File: src/hdl/assert_macros.svh
// Assertion macros for the transcoder RTL.
`ifndef ASSERT_MACROS_SVH
`define ASSERT_MACROS_SVH

// Check a condition at every rising clock edge outside reset.
`define ASSERT_ALWAYS(lbl, cond, msg) \
  lbl: assert property (@(posedge clk) disable iff (!rst_n) (cond)) else $error(msg);

// Check that a condition implies another in the same cycle.
`define ASSERT_SAME(lbl, ante, cons, msg) \
  lbl: assert property (@(posedge clk) disable iff (!rst_n) (ante) |-> (cons)) \
    else $error(msg);

// Check that a condition implies another in the next cycle.
`define ASSERT_NEXT(lbl, ante, cons, msg) \
  lbl: assert property (@(posedge clk) disable iff (!rst_n) (ante) |=> (cons)) \
    else $error(msg);

`endif

File: src/hdl/c2u_pkg.sv
// Types, constants and the high-block code point table for the transcoder.
`timescale 1ns / 1ps

package c2u_pkg;

  typedef logic [7:0]  byte_t;
  typedef logic [15:0] cp_t;
  typedef logic [1:0]  cnt_t;

  localparam byte_t SpaceByte = 8'h20;
  localparam byte_t Lead2     = 8'hC0;
  localparam byte_t Lead3     = 8'hE0;
  localparam byte_t ContByte  = 8'h80;

  localparam cnt_t Len1 = 2'd1;
  localparam cnt_t Len2 = 2'd2;
  localparam cnt_t Len3 = 2'd3;

  // Code points for bytes 0x80..0x9F; zero marks an undefined entry.
  function automatic cp_t high_block_cp(input logic [4:0] idx);
    cp_t cp;
    unique case (idx)
      5'd0:  cp = 16'h20AC;
      5'd1:  cp = 16'h0000;
      5'd2:  cp = 16'h201A;
      5'd3:  cp = 16'h0192;
      5'd4:  cp = 16'h201E;
      5'd5:  cp = 16'h2026;
      5'd6:  cp = 16'h2020;
      5'd7:  cp = 16'h2021;
      5'd8:  cp = 16'h02C6;
      5'd9:  cp = 16'h2030;
      5'd10: cp = 16'h0160;
      5'd11: cp = 16'h2039;
      5'd12: cp = 16'h0152;
      5'd13: cp = 16'h0000;
      5'd14: cp = 16'h017D;
      5'd15: cp = 16'h0000;
      5'd16: cp = 16'h0000;
      5'd17: cp = 16'h2018;
      5'd18: cp = 16'h2019;
      5'd19: cp = 16'h201C;
      5'd20: cp = 16'h201D;
      5'd21: cp = 16'h2022;
      5'd22: cp = 16'h2013;
      5'd23: cp = 16'h2014;
      5'd24: cp = 16'h02DC;
      5'd25: cp = 16'h2122;
      5'd26: cp = 16'h0161;
      5'd27: cp = 16'h203A;
      5'd28: cp = 16'h0153;
      5'd29: cp = 16'h0000;
      5'd30: cp = 16'h017E;
      5'd31: cp = 16'h0178;
      default: cp = 16'h0000;
    endcase
    return cp;
  endfunction

endpackage

File: src/hdl/cp1252_to_utf8_transcoder.sv
// Top level: Windows-1252 byte in, UTF-8 bytes out.
`timescale 1ns / 1ps
//
// Input channel: drive in_byte and in_text_end with start high; the beat is
// taken at a rising edge where start is high and busy is low.
// Output channel: each UTF-8 byte is on out_byte for exactly one cycle with
// out_strobe high. out_run_last marks the last byte of an input beat's run,
// out_text_last marks that byte when in_text_end was set on the beat.
// Timing: the accepting edge loads the run register, and each byte then
// passes through the output register; the bytes of a run come in
// consecutive cycles. Throughput: the single-byte output register takes
// the bytes of a run in turn. busy is high while more than one byte of
// the current run remains, so the next beat is taken while the last byte
// of a run moves to the output register.
// Reset (rst_n low, synchronous) empties the run register and drops the
// strobe; bytes in flight are lost.
// The receiver cannot stall: every strobed byte is taken in its cycle.
//
module cp1252_to_utf8_transcoder
  import c2u_pkg::*;
(
  input  logic       clk,
  input  logic       rst_n,
  input  logic       start,
  output logic       busy,
  input  logic [7:0] in_byte,
  input  logic       in_text_end,
  output logic       out_strobe,
  output logic [7:0] out_byte,
  output logic       out_run_last,
  output logic       out_text_last
);

  `include "assert_macros.svh"

  logic       accept;
  cp_t        cp;
  logic       undef_cp;
  byte_t      enc0, enc1, enc2;
  cnt_t       enc_len;

  byte_t      q0_r, q1_r, q2_r;
  byte_t      q0_nxt, q1_nxt, q2_nxt;
  cnt_t       cnt_r, cnt_nxt;
  logic       end_r, end_nxt;

  logic       strobe_r, strobe_nxt;
  byte_t      obyte_r, obyte_nxt;
  logic       orun_r, orun_nxt;
  logic       otext_r, otext_nxt;

  assign busy   = (cnt_r == Len2) || (cnt_r == Len3);
  assign accept = start && !busy;

  // Encode the incoming byte.
  always_comb begin
    if (in_byte[7:5] == 3'b100) begin
      cp = high_block_cp(in_byte[4:0]);
    end else begin
      cp = {8'h00, in_byte};
    end
    undef_cp = (in_byte[7:5] == 3'b100) && (cp == 16'h0000);
    enc1 = ContByte | {2'b00, cp[5:0]};
    enc2 = ContByte | {2'b00, cp[5:0]};
    priority if (undef_cp) begin
      enc0    = SpaceByte;
      enc_len = Len1;
    end else if (cp[15:7] == 9'd0) begin
      enc0    = cp[7:0];
      enc_len = Len1;
    end else if (cp[15:11] == 5'd0) begin
      enc0    = Lead2 | {3'b000, cp[10:6]};
      enc_len = Len2;
    end else begin
      enc0    = Lead3 | {4'b0000, cp[15:12]};
      enc1    = ContByte | {2'b00, cp[11:6]};
      enc_len = Len3;
    end
  end

  // Load a new run or advance the current one.
  always_comb begin
    q0_nxt  = q0_r;
    q1_nxt  = q1_r;
    q2_nxt  = q2_r;
    cnt_nxt = cnt_r;
    end_nxt = end_r;
    if (accept) begin
      q0_nxt  = enc0;
      q1_nxt  = enc1;
      q2_nxt  = enc2;
      cnt_nxt = enc_len;
      end_nxt = in_text_end;
    end else if (cnt_r != 2'd0) begin
      q0_nxt  = q1_r;
      q1_nxt  = q2_r;
      cnt_nxt = cnt_r - 2'd1;
    end
  end

  always_comb begin
    strobe_nxt = (cnt_r != 2'd0);
    obyte_nxt  = q0_r;
    orun_nxt   = (cnt_r == Len1);
    otext_nxt  = (cnt_r == Len1) && end_r;
  end

  always_ff @(posedge clk) begin
    if (!rst_n) begin
      cnt_r    <= 2'd0;
      strobe_r <= 1'b0;
    end else begin
      cnt_r    <= cnt_nxt;
      strobe_r <= strobe_nxt;
    end
  end

  always_ff @(posedge clk) begin
    q0_r    <= q0_nxt;
    q1_r    <= q1_nxt;
    q2_r    <= q2_nxt;
    end_r   <= end_nxt;
    obyte_r <= obyte_nxt;
    orun_r  <= orun_nxt;
    otext_r <= otext_nxt;
  end

  assign out_strobe    = strobe_r;
  assign out_byte      = obyte_r;
  assign out_run_last  = strobe_r && orun_r;
  assign out_text_last = strobe_r && otext_r;

  `ASSERT_SAME(a_text_last_ends_run, out_text_last, out_run_last, "text_last without run_last")
  `ASSERT_NEXT(a_accept_loads_run, accept, cnt_r != 2'd0, "accepted beat left no bytes")
  `ASSERT_NEXT(a_run_contiguous, out_strobe && !out_run_last, out_strobe, "gap inside a run")
  `ASSERT_ALWAYS(a_busy_only_with_run, !busy || (cnt_r != 2'd0), "busy with empty run")

endmodule

File: config.mk
export PLATFORM = sky130hd
export DESIGN_NAME = cp1252_to_utf8_transcoder
export DESIGN_NICKNAME = d
export VERILOG_FILES = /design/src/hdl/c2u_pkg.sv /design/src/hdl/cp1252_to_utf8_transcoder.sv
export VERILOG_INCLUDE_DIRS = /design/src /design/src/hdl
export SDC_FILE = /design/constraint.sdc
export NUM_CORES = 1
export LEC_CHECK = 0
export ABC_AREA = 1
export BUFFER_PORTS_ARGS = -buffer_cell sky130_fd_sc_hd__buf_2
export CORE_MARGIN = 5
export CORE_UTILIZATION = 52
export DETAILED_ROUTE_END_ITERATION = 6
export PLACE_DENSITY = 0.75
export SLEW_MARGIN = 30
export SYNTH_ARGS = -nofsm -noshare
export SYNTH_HDL_FRONTEND = slang
export SYNTH_SLANG_ARGS = --single-unit
File: constraint.sdc
create_clock -name clk -period 2.27 [get_ports clk]
set_input_delay 0.681 -clock clk [delete_from_list [all_inputs] [get_ports clk]]
set_output_delay 0.681 -clock clk [all_outputs]
set_load 0.005 [all_outputs]
==> results.cfg, run 1 <==
[status]
outcome = finished, final reports clean

[sta]
finalCritPeriodShare = 0.933
fin_hold_ws_ps = 345
period_minus_slack_ps = 2120
skew_ps = 6.54
drv_slew = 0
hold_viol_final = 0
grt_setup_unrepaired = no
max_freq_ghz = 0.472
setup_viol = 0
maxSlewHeadroom = 0.811
tightest_slew_ps = 281

[global_route]
antenna_found_initial = 0
grt_use_met3 = 0.0424
gr-usage-met2 = 0.314
grt.total_usage = 0.187
grt_max_degree = 19
grt_pass1_wl_um = 7730
first_global_vias = 1708
grt_overflow = 0
met1_usage = 0.225
top_usage_layer = met2

[clock_tree]
cts-hold-fix-buffers = 0
cts_tree = yes
clk_path_buf_depth = 2
clkTransAtPathRegs_ps = 80
cts_setup_buffers = 0
cts_max_level = 2
cts.sinks = 34
cts_resized = 0
root_buffer = clkbuf_8
cts_buffers = 5
insertion_delay_ps = 280

[detailed_routing]
detail_route.iter0.violations = 139
dr_total_vias = 1817
drtAntennaViolNets = 0
wire_per_inst_um = 12.9
wl_um = 4680
vias_per_cell = 4.99
drc_errors = 0
dr.pass1.iters = 4

[worst_setup_path]
startpoint_type = input pin
crit_type = input pin to flop
critPathArrivalTime_ps = 2170
cp_max_fo = 8
cp_data_required_time_ps = 2320
crit_path_end_kind = flop

[run]
maxCapViolations = 0

[power]
p_leak_uw = 0.00130
peakVddDrop_mv = 0.551
cellPowerDensity_nw_per_um2 = 965

[synthesis]
synth_seq_cells = 34
synth_nets = 281
synth_cells = 257
ys_seq_area_frac = 0.426
synth-warning-count = 0
ys_types = 33
syn_area_per_cell_um2 = 8.13
synth.cell_area_um2 = 2090

[placement]
place_area_um2 = 2460
post-place-cells = 356
place.gp.congestion = 1.01
io_buffers = 23
hpwlAfterDp_um = 3680

[floorplanning]
die_area_um2 = 5390
coreArea_um2 = 3940
row_count = 23
initial_utilization = 0.530
ios = 24
die_w_um = 73.4
die_h_um = 73.4

[finish]
drive_gt1_frac = 0.306
final_common_cell = nand2_1
antenna_cells = 0
stdcell_area_um2 = 2600
layout_common_cells = nand2_1 (83), buf_4 (32), inv_1 (25)
instances_no_fill = 364
nNetsFinal = 337
area_delta_synth_final_pct = 24.3

[hold_path]
hold_path_class = flop to flop
kinds of logic after synthesis:
kind of cell	after synthesis	share of synthesized area
AO/OA/AOI/OAI	32	0.101
adder cells (fa/ha/maj)	12	0.0719
AND/OR/NAND/NOR	141	0.311
flip-flops	34	0.426
buffers and inverters	38	0.0904
state kept, by name, indices dropped and copies added (netlist names):
| name | count |
|---|---|
| out_byte | 8 |
| out_strobe | 1 |
| q2_r | 6 |
| otext_r | 1 |
| orun_r | 1 |
| end_r | 1 |
| q1_r | 6 |
| cnt_r | 2 |
| obyte_nxt | 8 |
through the flow:
| step | TNS [ps] | setup WS [ps] | utilization | power [uW] |
|---|---|---|---|---|
| 6_report | 0 | 151 | 0.659 | 2510 |
| 5_1_grt | 0 | 12.9 | 0.659 | 2650 |
| 4_1_cts | 0 | 166 | 0.659 | 2530 |
| 3_5_place_dp | -447 | -131 | 0.624 | 1860 |
| 3_3_place_gp | -230 | -79.4 | 0.624 | 1820 |
| 2_1_floorplan | 0 | 107 | - | 1530 |
per-layer routing:
metal | up-vias | share of wire
met5 | - | 0
met4 | 0 | 0.028
met3 | 11 | 0.064
met2 | 65 | 0.49
met1 | 800 | 0.41
li1 | 941 | -
worst max-delay path, cell delays in order:
cell and delay [ps]:
buf_2 100, buf_4 160, ha_1 280, or2_2 300, nand2_1 70, nand2_1 50, nand3_1 70, nand2_1 70
nand2_1 70, nor2_1 40, nand2_1 80, nand3_1 70, nand2_1 70, inv_1 50
Yosys cell counts:
library cell	instances	share of area
nor2_2	7	0.021
o211ai_1	1	0.0036
nand2_1	83	0.15
clkinv_1	1	0.0018
dfxtp_1	13	0.12
a21oi_2	1	0.0042
a31oi_1	1	0.0030
nand3_1	17	0.041
nand2_4	2	0.011
a22oi_1	1	0.0036
inv_2	3	0.0054
clkbuf_1	1	0.0018
inv_4	2	0.0060
o31ai_2	1	0.0060
ha_1	12	0.072
nand3_2	2	0.0096
o21bai_2	1	0.0054
o221ai_1	4	0.017
nand2_2	7	0.021
nor2_1	17	0.031
buf_6	5	0.027
o22ai_2	1	0.0060
o21ai_1	2	0.0048
inv_1	25	0.045
a21oi_1	11	0.026
a22o_1	1	0.0042
buf_4	1	0.0036
nor2_4	2	0.011
nand3_4	1	0.0084
edfxtp_1	21	0.30
and3_1	1	0.0030
or2_2	2	0.0060
o21ai_0	7	0.017
final cells by class:
cell class	instances	area, um2
fill	345	1350
multi-input combinational	185	1010
sequential	34	891
timing repair buffer	56	375
inverter	31	121
clock buffer	5	68.8
clock inverter	3	68.8
tap	50	62.6
where the power goes:
part           switching (uW)  internal, uW  total (uW)  leakage [uW]
clock network             226           440         665     0.0000683
registers                74.2           994        1070      0.000317
logic                     457           316         773      0.000912
total                     757          1750        2510       0.00130
worst paths after layout:
check / startpoint / to / slack (ps) / cells after the start
min reg2reg: obyte_nxt[4]$_DFFE_PP_ / out_byte[4]$_DFF_P_ / 340 / 0
max reg2reg: cnt_r[0]$_SDFFE_PN0P_ / q1_r[1]$_DFFE_PP_ / 540 / 8
max: in_byte[0] / obyte_nxt[5]$_DFFE_PP_ / 150 / 14
min: obyte_nxt[4]$_DFFE_PP_ / out_byte[4]$_DFF_P_ / 340 / 0
Power figures use the tool's default switching activity.
==> inputs of run 2 (changes only) <==
CELL_PAD_IN_SITES_DETAIL_PLACEMENT = 1   (was unset)
CELL_PAD_IN_SITES_GLOBAL_PLACEMENT = 2   (was unset)
CORE_UTILIZATION = 31   (was 52)
PLACE_DENSITY = unset   (was 0.75)
PLACE_DENSITY_LB_ADDON = 0.1   (was unset)
==> run 2 against run 1 <==
Combinational power increased by 5.3%; worst setup slack got worse by 9.4 ps; sequential power about the same; sequential share of layout area decreased by 1.8 points; largest power group unchanged; power decreased by 1.6%; largest cell class unchanged.
==> results.cfg, run 2 (same netlist as run 1, synthesis figures left out) <==
[global_route]
first_global_vias = 1955
grt.total_usage = 0.145
grt_max_degree = 19
grt_pass1_wl_um = 9620
grt_overflow = 0
antenna_found_initial = 0

[floorplanning]
die_w_um = 92.1
ios = 24
row_count = 30
coreArea_um2 = 6680
initial_utilization = 0.313
die_area_um2 = 8480
die_h_um = 92.1

[hold_path]
hp-start = obyte_nxt[0]$_DFFE_PP_
min_to = out_byte[0]$_DFF_P_
hold_path_class = flop to flop
hold_depth = 0

[sta]
tightest_slew_ps = 295
hold_viol_final = 0
fin_setup_tns_ps = 0
maxSlewHeadroom = 0.802
setup_ws_ps = 142
setup_viol = 0
max_freq_ghz = 0.470
grt_setup_unrepaired = yes
drv_slew = 0
period_minus_slack_ps = 2130
finalCritPeriodShare = 0.938
skew_ps = 13.3

[placement]
place.gp.congestion = 0.815
dp_slack_ps = -218
place_area_um2 = 2600
hpwlAfterDp_um = 4710
io_buffers = 23

[power]
p_leak_uw = 0.00134
peakVddDrop_mv = 0.649
power_frac_clock = 0.233
p_sw_frac = 0.316
sequentialPowerShare = 0.437
pwr-share-comb = 0.330
cellPowerDensity_nw_per_um2 = 899
finalPower_uw = 2470
switchingPower_uw = 780
cell_internal_pwr_uw = 1690

[detailed_routing]
detail_route.iter0.violations = 94
wire_per_inst_um = 14.7
vias_per_cell = 4.58
drc_errors = 0
dr.pass1.iters = 4
wl_um = 5920
dr_total_vias = 1847
drtAntennaViolNets = 0

[finish]
nNetsFinal = 346
stdcell_area_um2 = 2740
antenna_cells = 0
final_common_cell = nand2_1
drive_gt1_frac = 0.337
layout_common_cells = nand2_1 (82), buf_4 (38), inv_1 (25)
area_delta_synth_final_pct = 31.3

[run]
maxCapViolations = 0

[clock_tree]
cts_buffers = 5
root_buffer = clkbuf_8
cts-hold-fix-buffers = 0
cts_tree = yes
cts_max_level = 2
insertion_delay_ps = 290
clkTransAtPathRegs_ps = 70
clk_path_buf_depth = 2
cts.sinks = 34

[status]
outcome = finished, final reports clean

[worst_setup_path]
rr_endpoint = q1_r[5]$_DFFE_PP_
r2r-start = cnt_r[0]$_SDFFE_PN0P_
critPathArrivalTime_ps = 2180
cp_max_fo = 4
reg2regPathDepth = 8
crit_path_end_kind = flop
cp_data_required_time_ps = 2320
startpoint_type = input pin
r2r_setup_slack_ps = 500
crit_type = input pin to flop
## run 2: cell count changes in the layout (fill, tap and decap cells not counted), sizes merged
| cell | change |
|---|---|
| clkbuf | +2 |
| bufinv | -1 |
| clkinv | -1 |
| buf | +9 |
## run 2: timing repair
action	CTS	global route
setup endpoints to repair	0	5
buffers inserted	0	0
resized for setup	0	7
## run 2: how the worst max path moves through the flow
stage	cells after the start	from	to	slack, ps
floorplan	14	in_byte[2]	obyte_nxt[5]$_DFFE_PP_	110
global placement	14	in_byte[0]	obyte_nxt[5]$_DFFE_PP_	-180
detailed placement	11	in_byte[0]	obyte_nxt[2]$_DFFE_PP_	-220
CTS	11	in_byte[0]	obyte_nxt[2]$_DFFE_PP_	70
global route	14	in_byte[1]	obyte_nxt[6]$_SDFFCE_PP0P_	-10
finish	14	in_byte[0]	obyte_nxt[5]$_DFFE_PP_	140
## run 2: critical path, cell delays in order
cell and delay, ps:
buf_2 120, inv_1 170, ha_4 240, buf_4 150, o21ai_1 180, nand2_1 70, nand3_1 170, nor2_2 60
nand2_1 60, nor2_1 40, nand2_1 60, nand3_1 80, nand2_1 70, inv_1 40
## run 2: power groups by stage
stage,Combinational [uW],Sequential (uW),Clock [uW]
after floorplan,448,1080,0
after global placement,812,1080,0
after detailed placement,819,1090,0
after CTS,824,1080,590
after global routing,910,1110,622
final,814,1080,575
## run 2: final cells by class
type,count,area [um2]
Clock inverter,1,30.0
Tap cell,80,100
Clock buffer,7,86.3
Timing Repair Buffer,65,480
Fill cell,826,3940
Sequential cell,34,891
Inverter,31,121
Multi-Input combinational cell,185,1030
## run 2: layer usage
layer  routed length (um)  global-route usage
met3                  238              0.0410
met1                 3080               0.214
met2                 2500               0.210
met4                  100              0.0322
met5                    0                   0
## run 2: through the flow
| stage | cells | hold WS [ps] | util |
|---|---|---|---|
| final | 403 | 340 | 0.410 |
| after CTS | 403 | 343 | 0.407 |
| after global routing | 403 | 347 | 0.410 |
| after global placement | 395 | 326 | 0.390 |
| after floorplan | 257 | 323 | - |
| after detailed placement | 395 | 328 | 0.390 |
==> inputs of run 3 (changes only) <==
ABC_AREA = unset   (was 1)
CORE_MARGIN = unset   (was 5)
CORE_UTILIZATION = 33   (was 31)
SLEW_MARGIN = unset   (was 30)
==> run 3 against run 2 <==
The run now ends with setup timing left; cell count fell by 9.2%; non-clock buffer count rose by 31; sequential power is 14% lower; global-route usage increased by 6.5 points; power is 18% lower; routed wire length rose by 3.1%; critical path type unchanged; largest cell class unchanged.
==> results.cfg, run 3 <==
[power]
p_leak_uw = 0.00129
peakVddDrop_mv = 0.392
cellPowerDensity_nw_per_um2 = 673

[hold_path]
hp-start = obyte_nxt[3]$_DFFE_PP_
hold_path_class = flop to flop
min_to = out_byte[3]$_DFF_P_
hold_depth = 0

[clock_tree]
cts.sinks = 34
insertion_delay_ps = 280
root_buffer = clkbuf_8
cts_tree = yes
clk_path_buf_depth = 2
cts_buffers = 5
cts_max_level = 2
clkTransAtPathRegs_ps = 60

[finish]
layout_common_cells = buf_4 (67), nand2_1 (24), edfxtp_1 (21)
drive_gt1_frac = 0.490
multi_input_area_um2 = 1170
area_delta_synth_final_pct = 52.6
final_common_cell = buf_4
regArea_um2 = 891
antenna_cells = 0
n_fill_cell = 628
instances_no_fill = 366
nNetsFinal = 317

[floorplanning]
coreArea_um2 = 5640
die_area_um2 = 6310
ios = 24
die_h_um = 79.4
row_count = 27
die_w_um = 79.4
initial_utilization = 0.351

[synthesis]
yosysTopAreaCell = edfxtp_1
synth-warning-count = 0
synth.cell_area_um2 = 1980
synth_seq_cells = 34
netlist.area_leader.share = 0.319
syn_area_per_cell_um2 = 9.89
synth_area_leaders = edfxtp_1 (32%), dfxtp_1 (13%), ha_1 (7.6%), nand2_1 (4.7%), o21ai_0 (2.8%)
synth_edf_count = 21
ys_types = 54
synthTopCellsByCount = nand2_1 (25), edfxtp_1 (21), nor2_1 (14), dfxtp_1 (13), ha_1 (12)
async_flop_share = 0
yosysMostFrequentCell = nand2_1
ys_seq_area_frac = 0.450
synth_nets = 224
synthFlopType = edfxtp_1
synth_cells = 200

[sta]
grt_setup_unrepaired = yes
maxSlewHeadroom = 0.639
period_minus_slack_ps = 2400
setup_viol = 13
skew_ps = 5.21
hold_viol_final = 0
finalCritPeriodShare = 1.06
drv_slew = 0
fin_setup_tns_ps = -774
max_freq_ghz = 0.417
setup_ws_ps = -128
tightest_slew_ps = 538

[worst_setup_path]
slowest_stage = or3_4
rr_endpoint = cnt_r[0]$_SDFFE_PN0P_
cp_max_fo = 4
crit_chain = buf_12 -> inv_12 -> ha_4 -> or3_4 -> a211o_1 -> and3_4 -> a221oi_4 -> buf_4 -> buf_6 -> nand2_1
cp_data_required_time_ps = 2290
critPathBufInv = 4
r2r-start = cnt_r[0]$_SDFFE_PN0P_
reg2regPathDepth = 8
path_delay_family = simple AND/OR/NAND/NOR gates
max_stage_delay_ps = 370
crit_type = input pin to flop
critPathArrivalTime_ps = 2420
crit_path_end_kind = flop
r2r_setup_slack_ps = 450
startpoint_type = input pin

[detailed_routing]
dr_total_vias = 1914
drtAntennaViolNets = 0
wire_per_inst_um = 16.7
vias_per_cell = 5.23
dr.pass1.iters = 4
drc_errors = 0
wl_um = 6100
detail_route.iter0.violations = 116

[global_route]
first_global_vias = 2054
grt_max_degree = 20
grt_pass1_wl_um = 10100
grt.total_usage = 0.210
antenna_found_initial = 0
grt_overflow = 0

[placement]
post-place-cells = 343
io_buffers = 23
place.gp.congestion = 0.980
hpwlAfterDp_um = 4570

[status]
outcome = complete, but fails checks
failed_checks = setup timing

[run]
maxCapViolations = 0
-- run 3: metrics by stage --
stage / hold WS [ps] / setup slack (ps) / utilization / power (uW) / cell area [um2]
after floorplan: 323 / -161 / - / 1220 / 2010
after global placement: 325 / -484 / 0.458 / 1470 / 2580
after detailed placement: 329 / -513 / 0.458 / 1500 / 2580
after CTS: 345 / -38.5 / 0.499 / 1990 / 2820
after global routing: 365 / -181 / 0.535 / 2160 / 3020
final: 342 / -128 / 0.535 / 2030 / 3020
-- run 3: layout make-up --
type                            count  share of cell area
Tap cell                           72              0.0299
Sequential cell                    34               0.295
Clock buffer                        7              0.0286
Multi-Input combinational cell    145               0.388
Clock inverter                      1             0.00166
Inverter                           11              0.0203
Timing Repair Buffer               96               0.236
-- run 3: worst register-to-register path: cells and delay by family, from the launching register on --
family	cells	cell delay, ps
compound gates	1	260
flops	1	410
simple gates	3	360
buf+inv	3	490
fa+ha+maj	1	210
-- run 3: cell families (layout without fill, tap and decap cells) --
group,Yosys count,after routing,share of synthesized area
AO/OA/AOI/OAI,58,58,0.211
XOR/XNOR,1,1,0.00443
adder cells (fa/ha/maj),12,12,0.0759
buffers and inverters,21,115,0.0519
flip-flops,34,34,0.450
multiplexers,7,7,0.0379
AND/OR/NAND/NOR,67,67,0.169
-- run 3: layer usage --
metal  routed length [um]  track usage  part of all wire
met5                    0            0                 0
met4                  181       0.0727             0.030
met3                  160       0.0229             0.026
met2                 3300        0.403              0.54
met1                 2460        0.236              0.40
-- run 3: what timing repair did --
item | in CTS | in global routing
cloned | 0 | 0
buffers inserted | 6 | 9
endpoints found under the setup margin | 16 | 14
resized for setup | 25 | 33
hold buffers | 0 | 0
pin swaps | 11 | 17
endpoints found under the hold margin | 0 | 0
-- run 3: worst max path at each step --
stage	cells after the start	startpoint	end	slack [ps]
after global placement	9	in_byte[1]	obyte_nxt[5]$_DFFE_PP_	-480
after global routing	11	in_byte[0]	cnt_r[1]$_SDFFE_PN0P_	-180
after CTS	10	in_byte[0]	obyte_nxt[2]$_DFFE_PP_	-40
final	10	in_byte[0]	obyte_nxt[7]$_SDFFCE_PN1P_	-130
after floorplan	8	in_byte[0]	obyte_nxt[6]$_SDFFCE_PP0P_	-160
after detailed placement	9	in_byte[1]	obyte_nxt[5]$_DFFE_PP_	-510
-- run 3: power by group --
part	total (uW)	internal (uW)	leakage (uW)	switching, uW
registers	924	870	0.000318	53.5
logic	662	316	0.000924	345
clock network	444	244	0.0000482	200
